===== src/hw/rtl/utf8s_pkg.sv =====
// Shared types, constants and byte classifiers for the UTF-8 sanitizer.
// No dependencies; imported by every module of the block.
`timescale 1ns / 1ps

package utf8s_pkg;

  localparam int unsigned QueueDepth = 2;
  localparam int unsigned MaxOut     = 4;
  localparam int unsigned HeldDepth  = 3;

  localparam logic [7:0] ChLf    = 8'h0A;
  localparam logic [7:0] ChCr    = 8'h0D;
  localparam logic [7:0] ChSpace = 8'h20;
  localparam logic [7:0] ChQmark = 8'h3F;
  localparam logic [7:0] ChDel   = 8'h7F;
  localparam logic [7:0] ContLo  = 8'h80;
  localparam logic [7:0] ContHi  = 8'hBF;
  localparam logic [7:0] Lead2Lo = 8'hC2;
  localparam logic [7:0] Lead2Hi = 8'hDF;
  localparam logic [7:0] LeadE0  = 8'hE0;
  localparam logic [7:0] LeadED  = 8'hED;
  localparam logic [7:0] Lead3Hi = 8'hEF;
  localparam logic [7:0] LeadF0  = 8'hF0;
  localparam logic [7:0] LeadF4  = 8'hF4;
  localparam logic [7:0] E0SecLo = 8'hA0;
  localparam logic [7:0] EDSecHi = 8'h9F;
  localparam logic [7:0] F0SecLo = 8'h90;
  localparam logic [7:0] F4SecHi = 8'h8F;

  // Up to four output bytes produced by one input beat.
  typedef struct packed {
    logic [MaxOut-1:0][7:0] bytes;
    logic [2:0]             cnt;
    logic                   last;
  } utf8s_bundle_t;

  typedef struct packed {
    logic full;
    logic empty;
  } utf8s_qstat_t;

  // Sequence length implied by a lead byte, zero when not a valid lead.
  function automatic logic [2:0] lead_length(input logic [7:0] b);
    logic [2:0] len;
    len = 3'd0;
    if (b >= Lead2Lo && b <= Lead2Hi) len = 3'd2;
    else if (b >= LeadE0 && b <= Lead3Hi) len = 3'd3;
    else if (b >= LeadF0 && b <= LeadF4) len = 3'd4;
    return len;
  endfunction

  // Continuation range check; the second byte has narrower ranges after some leads.
  function automatic logic cont_ok(input logic [7:0] lead, input logic [1:0] pos,
                                   input logic [7:0] b);
    logic [7:0] lo;
    logic [7:0] hi;
    lo = ContLo;
    hi = ContHi;
    if (pos == 2'd1) begin
      if (lead == LeadE0) lo = E0SecLo;
      else if (lead == LeadED) hi = EDSecHi;
      else if (lead == LeadF0) lo = F0SecLo;
      else if (lead == LeadF4) hi = F4SecHi;
    end
    return (b >= lo) && (b <= hi);
  endfunction

endpackage


===== src/hw/rtl/utf8_sanitizer_top.sv =====
// Top level of the UTF-8 sanitizer: front end, bundle queue and back end.
// Depends on utf8s_pkg, utf8s_front, utf8s_queue and utf8s_back.
//
//   channel  direction  handshake               payload
//   in       input      in_valid / in_stall     in_byte[7:0], in_stream_last
//   out      output     out_valid / out_stall   out_byte[7:0], out_run_last,
//                                                out_stream_done
//
// The front end takes one input beat per cycle while the queue has room; an input
// producing n result bytes (n is 0..4) is sent as n output beats, so the sustained
// rate is one input per cycle for plain text while out_stall is low.
// The queue holds QUEUE_DEPTH bundles; in_stall rises only when it is full, so
// out_stall never reaches in_stall combinationally.
// Reset is synchronous on rst_n: it clears sequence tracking, queue pointers and
// the output valid; held bytes and payload registers carry no reset.
`timescale 1ns / 1ps

module utf8_sanitizer_top
  import utf8s_pkg::*;
#(
  parameter int unsigned QUEUE_DEPTH = QueueDepth
) (
  input  logic       clk,
  input  logic       rst_n,
  input  logic       in_valid,
  output logic       in_stall,
  input  logic [7:0] in_byte,
  input  logic       in_stream_last,
  output logic       out_valid,
  input  logic       out_stall,
  output logic [7:0] out_byte,
  output logic       out_run_last,
  output logic       out_stream_done
);

  utf8s_bundle_t push_data;
  utf8s_bundle_t head;
  utf8s_qstat_t  q_stat;
  logic          push;
  logic          pop;

  // Classify each byte and gather its results into one bundle.
  utf8s_front u_front (
    .clk            (clk),
    .rst_n          (rst_n),
    .in_valid       (in_valid),
    .in_stall       (in_stall),
    .in_byte        (in_byte),
    .in_stream_last (in_stream_last),
    .q_stat         (q_stat),
    .push           (push),
    .push_data      (push_data)
  );

  // Hold bundles so each side can stall on its own.
  utf8s_queue #(
    .DEPTH (QUEUE_DEPTH)
  ) u_queue (
    .clk       (clk),
    .rst_n     (rst_n),
    .push      (push),
    .push_data (push_data),
    .pop       (pop),
    .head      (head),
    .q_stat    (q_stat)
  );

  // Advance through each bundle one output beat at a time.
  utf8s_back u_back (
    .clk             (clk),
    .rst_n           (rst_n),
    .head            (head),
    .q_stat          (q_stat),
    .pop             (pop),
    .out_valid       (out_valid),
    .out_stall       (out_stall),
    .out_byte        (out_byte),
    .out_run_last    (out_run_last),
    .out_stream_done (out_stream_done)
  );

endmodule


===== src/hw/rtl/utf8s_front.sv =====
// Front end: accepts raw bytes, tracks the open UTF-8 sequence and builds output bundles.
// Depends on utf8s_pkg.
`timescale 1ns / 1ps

module utf8s_front
  import utf8s_pkg::*;
(
  input  logic          clk,
  input  logic          rst_n,
  input  logic          in_valid,
  output logic          in_stall,
  input  logic [7:0]    in_byte,
  input  logic          in_stream_last,
  input  utf8s_qstat_t  q_stat,
  output logic          push,
  output utf8s_bundle_t push_data
);

  logic [HeldDepth-1:0][7:0] held_r;
  logic [HeldDepth-1:0][7:0] held_nxt;
  logic [1:0]                held_cnt_r;
  logic [1:0]                held_cnt_nxt;
  logic [2:0]                seq_len_r;
  logic [2:0]                seq_len_nxt;
  utf8s_bundle_t             bnd;
  logic                      accept;
  logic                      done;
  logic [2:0]                len;

  function automatic utf8s_bundle_t add_byte(input utf8s_bundle_t cur, input logic [7:0] b);
    utf8s_bundle_t r;
    r = cur;
    if (cur.cnt < 3'(MaxOut)) begin
      r.bytes[cur.cnt[1:0]] = b;
      r.cnt = cur.cnt + 3'd1;
    end
    return r;
  endfunction

  assign in_stall = q_stat.full;
  assign accept   = in_valid && !q_stat.full;

  always_comb begin
    bnd          = '0;
    held_nxt     = held_r;
    held_cnt_nxt = held_cnt_r;
    seq_len_nxt  = seq_len_r;
    done         = 1'b0;
    len          = lead_length(in_byte);

    if (seq_len_r != 3'd0 && held_cnt_r != 2'd0) begin
      if (cont_ok(held_r[0], held_cnt_r, in_byte)) begin
        if ({1'b0, held_cnt_r} + 3'd1 == seq_len_r) begin
          // sequence complete: release it whole
          for (int i = 0; i < HeldDepth; i++) begin
            if (2'(i) < held_cnt_r) bnd = add_byte(bnd, held_r[i]);
          end
          bnd          = add_byte(bnd, in_byte);
          held_cnt_nxt = 2'd0;
          seq_len_nxt  = 3'd0;
        end else begin
          if (held_cnt_r != 2'd3) held_nxt[held_cnt_r] = in_byte;
          held_cnt_nxt = held_cnt_r + 2'd1;
        end
        done = 1'b1;
      end else begin
        // broken sequence: one '?' per held byte, then retry this byte as a lead
        for (int i = 0; i < HeldDepth; i++) begin
          if (2'(i) < held_cnt_r) bnd = add_byte(bnd, ChQmark);
        end
        held_cnt_nxt = 2'd0;
        seq_len_nxt  = 3'd0;
      end
    end else begin
      held_cnt_nxt = 2'd0;
      seq_len_nxt  = 3'd0;
    end

    if (!done) begin
      if (!in_byte[7]) begin
        if (in_byte == ChLf || in_byte == ChCr) bnd = add_byte(bnd, in_byte);
        else if (in_byte < ChSpace || in_byte == ChDel) bnd = add_byte(bnd, ChSpace);
        else bnd = add_byte(bnd, in_byte);
      end else if (len != 3'd0) begin
        held_nxt[0]  = in_byte;
        held_cnt_nxt = 2'd1;
        seq_len_nxt  = len;
      end else begin
        bnd = add_byte(bnd, ChQmark);
      end
    end

    if (in_stream_last) begin
      // flush whatever is still pending at end of stream
      for (int i = 0; i < HeldDepth; i++) begin
        if (2'(i) < held_cnt_nxt) bnd = add_byte(bnd, ChQmark);
      end
      held_cnt_nxt = 2'd0;
      seq_len_nxt  = 3'd0;
    end
    bnd.last = in_stream_last;
  end

  assign push      = accept && (bnd.cnt != 3'd0);
  assign push_data = bnd;

  always_ff @(posedge clk) begin
    if (!rst_n) begin
      held_cnt_r <= 2'd0;
      seq_len_r  <= 3'd0;
    end else if (accept) begin
      held_cnt_r <= held_cnt_nxt;
      seq_len_r  <= seq_len_nxt;
    end
  end

  always_ff @(posedge clk) begin
    if (accept) held_r <= held_nxt;
  end

endmodule


===== src/hw/rtl/utf8s_queue.sv =====
// Short bundle queue between front end and back end.
// Depends on utf8s_pkg.
`timescale 1ns / 1ps

module utf8s_queue
  import utf8s_pkg::*;
#(
  parameter int unsigned DEPTH = QueueDepth
) (
  input  logic          clk,
  input  logic          rst_n,
  input  logic          push,
  input  utf8s_bundle_t push_data,
  input  logic          pop,
  output utf8s_bundle_t head,
  output utf8s_qstat_t  q_stat
);

  localparam int unsigned PtrW = (DEPTH > 1) ? $clog2(DEPTH) : 1;
  localparam int unsigned CntW = $clog2(DEPTH + 1);

  utf8s_bundle_t       entry_r [DEPTH];
  logic [PtrW-1:0]     wr_ptr_r;
  logic [PtrW-1:0]     wr_ptr_nxt;
  logic [PtrW-1:0]     rd_ptr_r;
  logic [PtrW-1:0]     rd_ptr_nxt;
  logic [CntW-1:0]     cnt_r;
  logic [CntW-1:0]     cnt_nxt;
  logic                do_push;
  logic                do_pop;

  assign q_stat.full  = (cnt_r == CntW'(DEPTH));
  assign q_stat.empty = (cnt_r == '0);
  assign do_push      = push && !q_stat.full;
  assign do_pop       = pop && !q_stat.empty;
  assign head         = entry_r[rd_ptr_r];

  always_comb begin
    wr_ptr_nxt = wr_ptr_r;
    rd_ptr_nxt = rd_ptr_r;
    cnt_nxt    = cnt_r;
    if (do_push) begin
      wr_ptr_nxt = (wr_ptr_r == PtrW'(DEPTH - 1)) ? '0 : wr_ptr_r + PtrW'(1);
    end
    if (do_pop) begin
      rd_ptr_nxt = (rd_ptr_r == PtrW'(DEPTH - 1)) ? '0 : rd_ptr_r + PtrW'(1);
    end
    if (do_push && !do_pop) cnt_nxt = cnt_r + CntW'(1);
    else if (do_pop && !do_push) cnt_nxt = cnt_r - CntW'(1);
  end

  always_ff @(posedge clk) begin
    if (!rst_n) begin
      wr_ptr_r <= '0;
      rd_ptr_r <= '0;
      cnt_r    <= '0;
    end else begin
      wr_ptr_r <= wr_ptr_nxt;
      rd_ptr_r <= rd_ptr_nxt;
      cnt_r    <= cnt_nxt;
    end
  end

  always_ff @(posedge clk) begin
    if (do_push) entry_r[wr_ptr_r] <= push_data;
  end

endmodule


===== src/hw/rtl/utf8s_back.sv =====
// Back end: walks the head bundle one byte per beat into the output register.
// Depends on utf8s_pkg.
`timescale 1ns / 1ps

module utf8s_back
  import utf8s_pkg::*;
(
  input  logic          clk,
  input  logic          rst_n,
  input  utf8s_bundle_t head,
  input  utf8s_qstat_t  q_stat,
  output logic          pop,
  output logic          out_valid,
  input  logic          out_stall,
  output logic [7:0]    out_byte,
  output logic          out_run_last,
  output logic          out_stream_done
);

  logic [1:0] idx_r;
  logic [1:0] idx_nxt;
  logic       valid_r;
  logic       valid_nxt;
  logic [7:0] byte_r;
  logic       run_last_r;
  logic       done_r;
  logic       load;
  logic       take;
  logic       fin;

  assign load = !valid_r || !out_stall;
  assign take = load && !q_stat.empty;
  assign fin  = ({1'b0, idx_r} + 3'd1 == head.cnt);
  assign pop  = take && fin;

  always_comb begin
    idx_nxt   = idx_r;
    valid_nxt = valid_r;
    if (load) valid_nxt = !q_stat.empty;
    if (take) idx_nxt = fin ? 2'd0 : idx_r + 2'd1;
  end

  always_ff @(posedge clk) begin
    if (!rst_n) begin
      idx_r   <= 2'd0;
      valid_r <= 1'b0;
    end else begin
      idx_r   <= idx_nxt;
      valid_r <= valid_nxt;
    end
  end

  always_ff @(posedge clk) begin
    if (take) begin
      byte_r     <= head.bytes[idx_r];
      run_last_r <= fin;
      done_r     <= fin && head.last;
    end
  end

  assign out_valid       = valid_r;
  assign out_byte        = byte_r;
  assign out_run_last    = run_last_r;
  assign out_stream_done = done_r;

endmodule

===== config.mk =====
export PLATFORM = sky130hd
export DESIGN_NAME = utf8_sanitizer_top
export DESIGN_NICKNAME = d
export VERILOG_FILES = /design/src/hw/rtl/utf8s_pkg.sv /design/src/hw/rtl/utf8_sanitizer_top.sv /design/src/hw/rtl/utf8s_front.sv /design/src/hw/rtl/utf8s_queue.sv /design/src/hw/rtl/utf8s_back.sv
export SDC_FILE = /design/constraint.sdc
export NUM_CORES = 1
export LEC_CHECK = 0
export BUFFER_PORTS_ARGS = -buffer_cell sky130_fd_sc_hd__buf_2
export CORE_MARGIN = 2
export CORE_UTILIZATION = 34
export DETAILED_ROUTE_END_ITERATION = 8
export GPL_TIMING_DRIVEN = 1
export PLACE_DENSITY = 0.54
export SLEW_MARGIN = 20
export SYNTH_ARGS = -nofsm -noshare
export SYNTH_HDL_FRONTEND = slang
export SYNTH_SLANG_ARGS = --single-unit
export TNS_END_PERCENT = 5

===== constraint.sdc =====
create_clock -name clk -period 18.9 [get_ports clk]
set_clock_uncertainty 0.2 [all_clocks]
set_input_delay 0.945 -clock clk [delete_from_list [all_inputs] [get_ports clk]]
set_output_delay 0.945 -clock clk [all_outputs]
set_load 0.02 [all_outputs]

==> reports/summary.txt <==
Deepest clock path buffer count - 2
Post-CTS Setup Bufs - 0
Clk Tree Root Cell - clkbuf_16
Crit Path Category - flip-flop to flip-flop
Storage cell area - 3440 um2
Input/output buffers - 24
Total GRT Usage - 16.9%
Worst-Margin Slew - 0.968 ns
Die footprint - 21,100 um2
Per-cell routed wire length - 19.2 um
Resized cells post-CTS - 0
Setup-failing EPs final - 0
Clock-pin slew on the worst setup and hold paths - 0.06 ns
TNS Setup - 0 ns
Final Instance Count excl. Fillers - 891
Area growth syn-to-layout - 13.3%
Maxcap violations - 0
Total congestion overflow - 0
Async S/R FF share, synth - 0%
Crit path max fanout - 36
Gate Count Post-Synth - 599
Status - finished clean
Fin. Hold Viols - 0
Die Y - 145 um
Seq/Total Area, Yosys - 50.8%
Worst skew pair latency - 0.43 ns
Switching share of power - 28.6%
Sink Count - 119
RSZ-0062 raised after global routing - false
Cell-internal power - 613 uW
Leading area contributor after synthesis - edfxtp_1
First-pass GRT wire length - 27,500 um
Synthesis-stage register bit count - 119
Footprint of the multi-input gates - 3110 um2
Starting Density - 34.7%
Core area - 19,500 um2
Ant diodes - 0
DR top layer - met4
I/O Pins - 25
DRT Wirelength - 17,100 um
Fill cell count - 1,935
Fin crit share - 42.7%
Vias per cell - 5.52
Largest net degree at the start of global routing - 37
EDFF count, synth - 106
Number of distinct library cells after synthesis - 71
Nets - 651
H-tree depth - 4
CTS tree - yes
Lkg Pwr - 2.75 nW
Routability cong. - 0.971
Peak supply drop - 0.0649 mV
Power density cells - 112 nW/um2
Tmin final - 8.06 ns
Crit end category - flip-flop
Floorplan row count - 51
M1 WL - 7750 um
Max-slew violations - 0
Power Total - 858 uW
Synth warn - 0
Routed wl met2 - 8010 um
Drt first-iter violations - 381
CTS Buf Count - 17
Mean Syn Cell Area - 11.3 um2
Switching pwr - 246 uW
Hpwl dp - 12,400 um
WHS - 0.281 ns
Cell Area, Synth - 6770 um2
Number of global-route vias before repair - 4,838
Clock share of power - 36.0%
FMAX - 0.124 GHz
Critical-path top delay cell - a21oi_2
Net Count, Synth - 636
Final ANT Viol Nets - 0
Slew margin rel. - 35.2%
Die width - 145 um
Sequential share of power - 42.7%
Critical path's largest stage delay - 0.82 ns
DR DRC count - 0
Startpoint type of the worst setup path - flip-flop
Wire length on met3 - 1000 um
Hold crit path type - flip-flop to flip-flop
Crit path top cell by count - ha_1
WP data required - 18.76 ns
Comb pwr share - 21.3%
Ranking of synthesized cells by area - edfxtp_1, mux4_2, ha_1
Main synth FF type - edfxtp_1
Placed cells - 860
Arr. time, crit path - 7.93 ns
Initial antenna violation count - 0
Fin util - 39.3%
Post-synth top area share - 47.0%
Pre-Repair DR Iteration Count - 5
Number of hold buffers added after CTS - 0
Most frequent cells after synthesis - edfxtp_1, nand2_1, a21oi_1, nor2_1, o21ai_0
Routed via count - 4,916
Share of layout cells above drive strength 1 - 15.7%
Top-count cell post-synth - edfxtp_1
-- routing by layer --
| metal | global-route usage (%) | vias up |
|---|---|---|
| met5 | 0 | - |
| met4 | 7.55 | 0 |
| met3 | 3.68 | 25 |
| met2 | 26.6 | 174 |
| met1 | 22.5 | 2413 |
| li1 | - | 2304 |
-- cells by family after synthesis --
logic type | after synthesis | synth area share, %
AOI/OAI and AO/OA | 167 | 17.3
xor gates and xnor gates | 11 | 1.53
adders and majority gates | 24 | 4.43
buffers and inverters | 52 | 3.23
DFF | 119 | 50.8
muxes | 37 | 8.59
and+or+nand+nor | 189 | 14.0
-- path summary, 6_finish.rpt --
check	from	endpoint	slack, ns	depth (start not counted)
max	u_front.held_cnt_r[1]	u_queue.entry_r[0][10]	10.84	30
min	u_queue.wr_ptr_r	u_queue.wr_ptr_r	0.28	2
max reg2reg	u_front.held_cnt_r[1]	u_queue.entry_r[0][10]	10.84	30
min reg2reg	u_queue.wr_ptr_r	u_queue.wr_ptr_r	0.28	2
-- final cells by class --
class / instances / share of cell area (%)
flip-flops and latches: 119 / 44.9
inverters: 20 / 0.978
well taps: 265 / 4.32
multi-input cells: 428 / 40.5
clock buffers: 19 / 5.64
clock inverters: 12 / 1.70
repair buffers: 28 / 1.96
-- registers in the layout, indices dropped and copies added, names as in the netlist, named ones only --
signal                  flops
u_back.idx_r                2
u_back.out_byte             8
u_back.out_run_last         1
u_back.out_stream_done      1
u_back.out_valid            1
u_front.held_cnt_r          2
u_front.held_r             24
u_front.seq_len_r           3
u_queue.cnt_r               2
u_queue.entry_r            72
u_queue.rd_ptr_r            1
u_queue.wr_ptr_r            1
-- cell usage in the layout, fill, tap and decap left out, types with 12 or more instances in the layout --
cell type	count
and3_1	13
clkbuf_16	17
nand2_1	64
dfxtp_1	13
buf_2	24
and2_1	15
inv_1	18
ha_1	24
mux4_2	16
mux2i_1	12
a21oi_1	42
o21ai_0	31
nor2_1	39
nor2b_1	12
edfxtp_1	106
-- metrics by stage --
step	instance area, um2	setup slack, ns
5_1_grt	7670	10.05
3_5_place_dp	7110	10.91
6_report	7670	10.84
4_1_cts	7670	10.88
3_3_place_gp	7110	11.32
2_1_floorplan	6770	11.81
-- power groups by stage --
stage / logic, mW / clock network [mW] / registers, mW
2_1_floorplan: 0.129 / 0 / 0.375
3_3_place_gp: 0.182 / 0 / 0.371
3_5_place_dp: 0.185 / 0 / 0.373
4_1_cts: 0.186 / 0.313 / 0.368
5_1_grt: 0.200 / 0.326 / 0.372
6_report: 0.183 / 0.309 / 0.367
-- worst max-delay path, delay by kind of cell (launching register included) --
| family | cells | cell delay [ns] |
|---|---|---|
| buf+inv | 6 | 0.92 |
| simple gates | 11 | 2.22 |
| fa+ha+maj | 5 | 1.38 |
| flops | 1 | 0.40 |
| compound gates | 7 | 2.33 |
| mux | 1 | 0.23 |
No activity file was read; power rests on OpenSTA's default activity.
